<file path="src/design/mfpr_pkg.sv">
`default_nettype none
// ----------------------------------------------------------------------------
// mfpr_pkg
// Shared types and codes for the marker framed packet receiver.
// ----------------------------------------------------------------------------
package mfpr_pkg;

    localparam int STATUS_W = 2;
    localparam int BYTE_W   = 8;

    localparam logic [STATUS_W-1:0] STATUS_PAYLOAD      = 2'd0;
    localparam logic [STATUS_W-1:0] STATUS_DOUBLE_START = 2'd1;
    localparam logic [STATUS_W-1:0] STATUS_EMPTY        = 2'd2;
    localparam logic [STATUS_W-1:0] STATUS_OVERFLOW     = 2'd3;

    localparam logic REG_START_MARKER = 1'b0;
    localparam logic REG_END_MARKER   = 1'b1;

    localparam logic [BYTE_W-1:0] START_MARKER_RST = 8'd60;
    localparam logic [BYTE_W-1:0] END_MARKER_RST   = 8'd62;

    typedef enum logic [1:0] {
        ST_WAIT,
        ST_READ,
        ST_DRAIN
    } t_state;

    typedef struct packed {
        logic reading;
        logic draining;
    } t_ctrl_stat;

endpackage
`default_nettype wire

</file>
<file path="src/design/mfpr_ram.sv">
`default_nettype none
// ----------------------------------------------------------------------------
// mfpr_ram
// Generic simple dual-port RAM, one write port, one read port, registered read.
// ----------------------------------------------------------------------------
module mfpr_ram #(
    parameter int WIDTH = 8,
    parameter int DEPTH = 63,
    localparam int AW   = (DEPTH > 1) ? $clog2(DEPTH) : 1
) (
    input  wire logic             i_clk,
    input  wire logic             i_we,
    input  wire logic [AW-1:0]    i_waddr,
    input  wire logic [WIDTH-1:0] i_wdata,
    input  wire logic             i_re,
    input  wire logic [AW-1:0]    i_raddr,
    output logic      [WIDTH-1:0] o_rdata
);

    logic [WIDTH-1:0] r_mem [DEPTH];
    logic [WIDTH-1:0] r_rdata;

    always_ff @(posedge i_clk) begin
        if (i_we) begin
            r_mem[i_waddr] <= i_wdata;
        end
        if (i_re) begin
            r_rdata <= r_mem[i_raddr];
        end
    end

    assign o_rdata = r_rdata;

endmodule
`default_nettype wire

</file>
<file path="src/design/mfpr_ctrl.sv">
`default_nettype none
// ----------------------------------------------------------------------------
// mfpr_ctrl
// Deframing state machine, marker registers, buffer addressing and result
// register. Payload data of a drained frame comes straight from the RAM.
// ----------------------------------------------------------------------------
module mfpr_ctrl #(
    parameter int FRAME_BUFFER_BYTES = 64,
    localparam int DEPTH = FRAME_BUFFER_BYTES - 1,
    localparam int CW    = $clog2(FRAME_BUFFER_BYTES),
    localparam int AW    = (DEPTH > 1) ? $clog2(DEPTH) : 1
) (
    input  wire logic                                i_clk,
    input  wire logic                                i_rst_n,
    input  wire logic                                i_cfg_we,
    input  wire logic                                i_cfg_index,
    input  wire logic [mfpr_pkg::BYTE_W-1:0]         i_cfg_data,
    input  wire logic                                i_in_valid,
    output logic                                     o_in_ready,
    input  wire logic [mfpr_pkg::BYTE_W-1:0]         i_rx_byte,
    output logic                                     o_out_valid,
    input  wire logic                                i_out_ready,
    output logic [mfpr_pkg::STATUS_W-1:0]            o_status,
    output logic                                     o_out_payload,
    output logic                                     o_last_of_run,
    output logic                                     o_mem_we,
    output logic [AW-1:0]                            o_mem_waddr,
    output logic [mfpr_pkg::BYTE_W-1:0]              o_mem_wdata,
    output logic                                     o_mem_re,
    output logic [AW-1:0]                            o_mem_raddr,
    output mfpr_pkg::t_ctrl_stat                     o_stat
);

    import mfpr_pkg::*;

    localparam logic [CW-1:0] CNT_MAX = CW'(DEPTH);

    t_state              r_state, n_state;
    logic [CW-1:0]       r_cnt, n_cnt;
    logic [AW-1:0]       r_rd_addr, n_rd_addr;
    logic [BYTE_W-1:0]   r_start, r_end;
    logic                r_out_valid, n_out_valid;
    logic [STATUS_W-1:0] r_out_status, n_out_status;
    logic                r_out_last, n_out_last;

    logic slot_free;
    logic in_fire;
    logic is_start;
    logic is_end;
    logic rd_last;

    assign slot_free  = !r_out_valid || i_out_ready;
    assign o_in_ready = (r_state != ST_DRAIN) && slot_free;
    assign in_fire    = i_in_valid && o_in_ready;
    assign is_start   = (i_rx_byte == r_start);
    assign is_end     = (i_rx_byte == r_end);
    assign rd_last    = (CW'(r_rd_addr) == (r_cnt - CW'(1)));

    always_ff @(posedge i_clk) begin
        if (!i_rst_n) begin
            r_start <= START_MARKER_RST;
            r_end   <= END_MARKER_RST;
        end else if (i_cfg_we) begin
            case (i_cfg_index)
                REG_START_MARKER: r_start <= i_cfg_data;
                REG_END_MARKER:   r_end   <= i_cfg_data;
                default:          ;
            endcase
        end
    end

    always_ff @(posedge i_clk) begin
        if (!i_rst_n) begin
            r_state     <= ST_WAIT;
            r_cnt       <= '0;
            r_rd_addr   <= '0;
            r_out_valid <= 1'b0;
        end else begin
            r_state     <= n_state;
            r_cnt       <= n_cnt;
            r_rd_addr   <= n_rd_addr;
            r_out_valid <= n_out_valid;
        end
    end

    always_ff @(posedge i_clk) begin
        r_out_status <= n_out_status;
        r_out_last   <= n_out_last;
    end

    always_comb begin
        n_state      = r_state;
        n_cnt        = r_cnt;
        n_rd_addr    = r_rd_addr;
        n_out_valid  = r_out_valid && !i_out_ready;
        n_out_status = r_out_status;
        n_out_last   = r_out_last;
        o_mem_we     = 1'b0;
        o_mem_re     = 1'b0;

        case (r_state)
            ST_WAIT: begin
                if (in_fire && is_start) begin
                    n_state = ST_READ;
                    n_cnt   = '0;
                end
            end
            ST_READ: begin
                if (in_fire) begin
                    if (is_start) begin
                        n_state      = ST_WAIT;
                        n_cnt        = '0;
                        n_out_valid  = 1'b1;
                        n_out_status = STATUS_DOUBLE_START;
                        n_out_last   = 1'b1;
                    end else if (is_end) begin
                        if (r_cnt == '0) begin
                            n_state      = ST_WAIT;
                            n_out_valid  = 1'b1;
                            n_out_status = STATUS_EMPTY;
                            n_out_last   = 1'b1;
                        end else begin
                            n_state   = ST_DRAIN;
                            n_rd_addr = '0;
                        end
                    end else if (r_cnt >= CNT_MAX) begin
                        n_state      = ST_WAIT;
                        n_cnt        = '0;
                        n_out_valid  = 1'b1;
                        n_out_status = STATUS_OVERFLOW;
                        n_out_last   = 1'b1;
                    end else begin
                        o_mem_we = 1'b1;
                        n_cnt    = r_cnt + CW'(1);
                    end
                end
            end
            ST_DRAIN: begin
                if (slot_free) begin
                    o_mem_re     = 1'b1;
                    n_out_valid  = 1'b1;
                    n_out_status = STATUS_PAYLOAD;
                    n_out_last   = rd_last;
                    n_rd_addr    = r_rd_addr + AW'(1);
                    if (rd_last) begin
                        n_state = ST_WAIT;
                        n_cnt   = '0;
                    end
                end
            end
            default: begin
                n_state = ST_WAIT;
                n_cnt   = '0;
            end
        endcase
    end

    assign o_mem_waddr   = r_cnt[AW-1:0];
    assign o_mem_wdata   = i_rx_byte;
    assign o_mem_raddr   = r_rd_addr;
    assign o_out_valid   = r_out_valid;
    assign o_status      = r_out_status;
    assign o_out_payload = (r_out_status == STATUS_PAYLOAD);
    assign o_last_of_run = r_out_last;

    assign o_stat.reading  = (r_state == ST_READ);
    assign o_stat.draining = (r_state == ST_DRAIN);

endmodule
`default_nettype wire

</file>
<file path="src/design/marker_framed_packet_receiver_top.sv">
`default_nettype none
// ----------------------------------------------------------------------------
// marker_framed_packet_receiver_top
// Deframes start/end marker bounded packets; payload is buffered in a RAM and
// replayed as a run of result transactions when the end marker arrives.
// ----------------------------------------------------------------------------
// Ordinary bytes are taken at one per cycle while the result slot is free;
// an error result is presented the cycle after its byte is accepted. An end
// marker after N stored bytes starts their drain, one RAM read per cycle while
// the slot is free; no byte is taken until the last payload byte is loaded.
// Synchronous active-low reset: waiting for start, markers at 60 and 62, no
// result pending. Buffer contents are not cleared.
// ----------------------------------------------------------------------------
module marker_framed_packet_receiver_top #(
    parameter int FRAME_BUFFER_BYTES = 64
) (
    input  wire logic                        i_clk,
    input  wire logic                        i_rst_n,
    input  wire logic                        i_cfg_we,
    input  wire logic                        i_cfg_index,
    input  wire logic [mfpr_pkg::BYTE_W-1:0] i_cfg_data,
    input  wire logic                        i_in_valid,
    output logic                             o_in_ready,
    input  wire logic [mfpr_pkg::BYTE_W-1:0] i_rx_byte,
    output logic                             o_out_valid,
    input  wire logic                        i_out_ready,
    output logic [mfpr_pkg::STATUS_W-1:0]    o_status,
    output logic [mfpr_pkg::BYTE_W-1:0]      o_data_byte,
    output logic                             o_last_of_run
);

    import mfpr_pkg::*;

    localparam int DEPTH = FRAME_BUFFER_BYTES - 1;
    localparam int AW    = (DEPTH > 1) ? $clog2(DEPTH) : 1;

    logic              mem_we;
    logic [AW-1:0]     mem_waddr;
    logic [BYTE_W-1:0] mem_wdata;
    logic              mem_re;
    logic [AW-1:0]     mem_raddr;
    logic [BYTE_W-1:0] mem_rdata;
    logic              out_payload;
    t_ctrl_stat        stat;

    mfpr_ctrl #(
        .FRAME_BUFFER_BYTES (FRAME_BUFFER_BYTES)
    ) u_ctrl (
        .i_clk         (i_clk),
        .i_rst_n       (i_rst_n),
        .i_cfg_we      (i_cfg_we),
        .i_cfg_index   (i_cfg_index),
        .i_cfg_data    (i_cfg_data),
        .i_in_valid    (i_in_valid),
        .o_in_ready    (o_in_ready),
        .i_rx_byte     (i_rx_byte),
        .o_out_valid   (o_out_valid),
        .i_out_ready   (i_out_ready),
        .o_status      (o_status),
        .o_out_payload (out_payload),
        .o_last_of_run (o_last_of_run),
        .o_mem_we      (mem_we),
        .o_mem_waddr   (mem_waddr),
        .o_mem_wdata   (mem_wdata),
        .o_mem_re      (mem_re),
        .o_mem_raddr   (mem_raddr),
        .o_stat        (stat)
    );

    mfpr_ram #(
        .WIDTH (BYTE_W),
        .DEPTH (DEPTH)
    ) u_buf (
        .i_clk   (i_clk),
        .i_we    (mem_we),
        .i_waddr (mem_waddr),
        .i_wdata (mem_wdata),
        .i_re    (mem_re),
        .i_raddr (mem_raddr),
        .o_rdata (mem_rdata)
    );

    assign o_data_byte = out_payload ? mem_rdata : '0;

    a_err_is_last: assert property (@(posedge i_clk) disable iff (!i_rst_n)
        (o_out_valid && o_status != STATUS_PAYLOAD) |-> (o_last_of_run && o_data_byte == '0))
        else $error("error transaction not flagged last or carries data");

    a_no_take_in_drain: assert property (@(posedge i_clk) disable iff (!i_rst_n)
        stat.draining |-> !o_in_ready)
        else $error("input taken while draining");

    a_drain_from_read: assert property (@(posedge i_clk) disable iff (!i_rst_n)
        $rose(stat.draining) |-> $past(stat.reading))
        else $error("drain entered outside a frame");

    a_no_overlap: assert property (@(posedge i_clk) disable iff (!i_rst_n)
        !(mem_we && mem_re))
        else $error("buffer written during drain");

endmodule
`default_nettype wire

</file>
<file path="config.mk">
export PLATFORM = sky130hd
export DESIGN_NAME = marker_framed_packet_receiver_top
export DESIGN_NICKNAME = d
export VERILOG_FILES = /design/src/design/mfpr_pkg.sv /design/src/design/mfpr_ram.sv /design/src/design/mfpr_ctrl.sv /design/src/design/marker_framed_packet_receiver_top.sv
export SDC_FILE = /design/constraint.sdc
export NUM_CORES = 1
export LEC_CHECK = 0
export ABC_AREA = 1
export BUFFER_PORTS_ARGS = -buffer_cell sky130_fd_sc_hd__buf_4
export CAP_MARGIN = 20
export CORE_MARGIN = 5
export CORE_UTILIZATION = 48
export DETAILED_ROUTE_END_ITERATION = 10
export GPL_ROUTABILITY_DRIVEN = 1
export GPL_TIMING_DRIVEN = 1
export SETUP_SLACK_MARGIN = 0.3
export SLEW_MARGIN = 5
export SYNTH_ARGS = -nofsm -noshare
export SYNTH_HDL_FRONTEND = slang
export SYNTH_SLANG_ARGS = --single-unit
export TNS_END_PERCENT = 50
</file>
<file path="constraint.sdc">
create_clock -name i_clk -period 5.8 [get_ports i_clk]
set_clock_uncertainty 0.15 [all_clocks]
set_input_delay 0.58 -clock i_clk [delete_from_list [all_inputs] [get_ports i_clk]]
set_output_delay 0.58 -clock i_clk [all_outputs]
set_load 0.005 [all_outputs]
</file>
==> impl_results.md <==
- Status: finished, final reports clean
- Gpl congestion: 0.832
- DIE AREA: 51,600 µm²
- Share of cells above drive strength 1: 0.0733
- Critical Path RT: 5.88 ns
- Post-Syn Instances: 1,976
- Highest attainable clock frequency: 255 MHz
- Setup Buffers After CTS: 0
- CP delay by family, top: simple AND/OR/NAND/NOR gates
- Critical path class: input pin to flop
- Top-level I/O count: 35
- Worst reg2reg path depth: 8
- IO buf count: 34
- RSZ-0062 raised after global routing: no
- Row count: 79
- TritonCTS buffer count: 54
- Levels on crit path: 11
- Ys Warns: 0
- Area of the mapped netlist: 22,700 µm²
- Initial core utilization: 0.486
- Post-synth cell types: 33
- Overflow after GRT: 0
- Total track usage: 0.233
- Max Slew Vio Count: 0
- Syn Nets: 2,004
- Total power: 8.72 mW
- Crit path DAT: 4.00 ns
- Setup violations, final: 0
- Wire length per cell: 22.9 µm
- Min-Delay Path Class: input pin to flop
- DRT antenna net count: 0
- Core area: 46,700 µm²
- Nets: 2,004
- Final Critical Period: 3.93 ns
- Crit-path max cell delay: 0.88 ns
- DRC Markers: 0
- Detail Placement HPWL: 36,200 µm
- Fin cells: 2,625
- Total of max-cap violations: 0
- R2r setup slk: 2.11 ns
- Worst Hold Depth: 3
- Min-Delay Endpoint: u_ctrl.r_end[5]
- Area Growth Syn to Fin: 11.1%
- DR pass1 iterations: 7
- Placed cell count: 2,526
- CP max FO: 66
- Starting DRT DRC Count: 1,591
- Pwr Density: 347 nW/µm²
- Global-route wire length before repair: 90,500 µm
- Peak supply drop: 249 µV
- Fin area: 25,200 µm²
- Cells along the critical path: buf_4 > inv_1 > nand2_1 > nand2_1 > nand2_1 > nor2_1 > nand2_1 > nand3_1 > nor2_4 > nand3_1 > nor2_1
- Detail-routed via count per cell: 5.81
- CP startpoint kind: input pin
- Area contributors post-synth: edfxtp_1 (68%), nor2_1 (6.5%), o21ai_0 (5.6%)
- RR Endpoint: u_buf.o_rdata[3]
- FILL cells: 4,039
- Area leader, netlist: edfxtp_1
- Worst path most repeated cell: nand2_1
- Worst reg2reg startpoint: u_ctrl.o_mem_raddr[4]
- Worst skew pair latency: 0.60 ns
- Worst-path clk slew: 0.06 ns
- CTS tree: done
- Synth top area share: 0.683
- Clk sinks: 546
- Sequential fraction of the synthesis area: 0.710
- Hold_sp: i_cfg_data[5]
- Die X: 227 µm
- Slew @ Worst Pin: 1.11 ns
- CP endpoint kind: flop
- Synthesized area per cell: 11.5 µm²
- Cts repair resizes: 0
- Initial antenna violation count: 0
- #FFs+latches synth: 546
- Slew margin rel.: 0.261
- Setup TNS: 0 ns
- DP Worst Slack: 1.30 ns
- Period Utilization, post-route: 0.677
- Final wirelength: 60,100 µm
- Hold_buf cts: 0
- Die height: 227 µm
- Setup WS post-layout: 1.87 ns
- Root Driver: clkbuf_16
- # diodes: 0
- Crit-path slowest cell: nor2_1
- Max clock buf depth: 3
- Post-DP Area: 23,300 µm²
- Via Count: 15,242
- Largest net degree at the start of global routing: 141
- H-tree levels: 2
- Final Hold Viols: 0
- Vias in the first global route: 14,912
- P_leak: 8.64 nW
- CP bufs+invs: 2
## cell usage after synthesis
master and count:
nor3_1 4, o22ai_1 54, clkinv_1 4, nand4_1 20, nand3_1 76, o21ai_0 255
nand3b_1 1, nand2_1 274, nor2_1 394, clkbuf_2 1, buf_1 4, nand3_2 1
a22oi_1 9, ha_1 6, nor3b_1 1, xor2_1 4, buf_4 5, buf_6 1
buf_2 37, clkbuf_1 62, dfxtp_1 31, nor2_4 1, a21oi_4 1, inv_1 87
o221ai_1 7, xnor2_1 9, edfxtp_1 515, nand2_4 1, inv_2 2, o211ai_1 59
or2_2 5, a21oi_1 43, nand2_2 2
## worst register-to-register path, stage by stage (launching register included)
cell	delay, ns
dfxtp_1	1.04
clkinv_1	0.91
nor2_1	0.71
nand3_1	0.27
nand2_1	0.11
inv_1	0.04
nand2_1	0.06
nand2_1	0.07
nand2_1	0.17
## layout make-up
class	count	area, µm²	area share
Tap cell	607	759	0.0302
Timing Repair Buffer	54	409	0.0163
Inverter	93	354	0.0141
Clock buffer	63	1410	0.0559
Clock inverter	35	399	0.0159
Multi-Input combinational cell	1227	5730	0.228
Sequential cell	546	16100	0.640
## layout by cell type, fill, tap and decap left out, types with 53 or more instances in the layout
master	count
nand2_1	274
o21ai_0	255
clkbuf_16	55
edfxtp_1	515
nand3_1	76
nor2_1	393
o211ai_1	59
buf_4	53
inv_1	85
o22ai_1	54
## metrics by stage
stage                     hold WS, ns  utilization
after floorplan                 0.293            -
after global placement          0.324        0.500
after detailed placement        0.327        0.500
after CTS                      0.0184        0.539
after global routing           0.0463        0.539
final                          0.0455        0.539
## state kept, by name, summed over array words and instances (netlist names), 2 cells and up
signal	count
u_buf.r_mem	504
u_buf.o_rdata	8
u_ctrl.r_end	8
u_ctrl.r_start	8
u_ctrl.o_mem_raddr	6
u_ctrl.o_mem_waddr	6
u_ctrl.o_status	2
u_ctrl.r_state	2
## worst max-delay path by stage
stage / from / end
6_report: i_rx_byte[4] / u_buf.r_mem[57][7]
5_1_grt: i_rx_byte[4] / u_buf.r_mem[22][5]
4_1_cts: i_rx_byte[4] / u_buf.r_mem[22][2]
3_5_place_dp: i_rx_byte[4] / u_buf.r_mem[22][4]
3_3_place_gp: i_rx_byte[2] / u_buf.r_mem[22][5]
2_1_floorplan: i_rx_byte[3] / u_buf.r_mem[11][0]
## power breakdown
part / internal [mW] / leakage [nW] / switching [mW]
Sequential: 4.36 / 4.88 / 0.0470
Combinational: 0.193 / 2.90 / 0.547
Clock: 2.13 / 0.867 / 1.45
## cells by family after synthesis
logic type | synth area share
xor gates and xnor gates | 0.00503
buffers and inverters | 0.0369
DFF | 0.710
and+or+nand+nor | 0.138
AOI/OAI and AO/OA | 0.107
adders and majority gates | 0.00331
## routing by layer
layer,part of all wire,GRT usage
met1,0.42,0.329
met3,0.083,0.0493
met2,0.45,0.356
met4,0.041,0.0995
met5,0,0
Note: power is estimated with default switching activity, not from simulation.
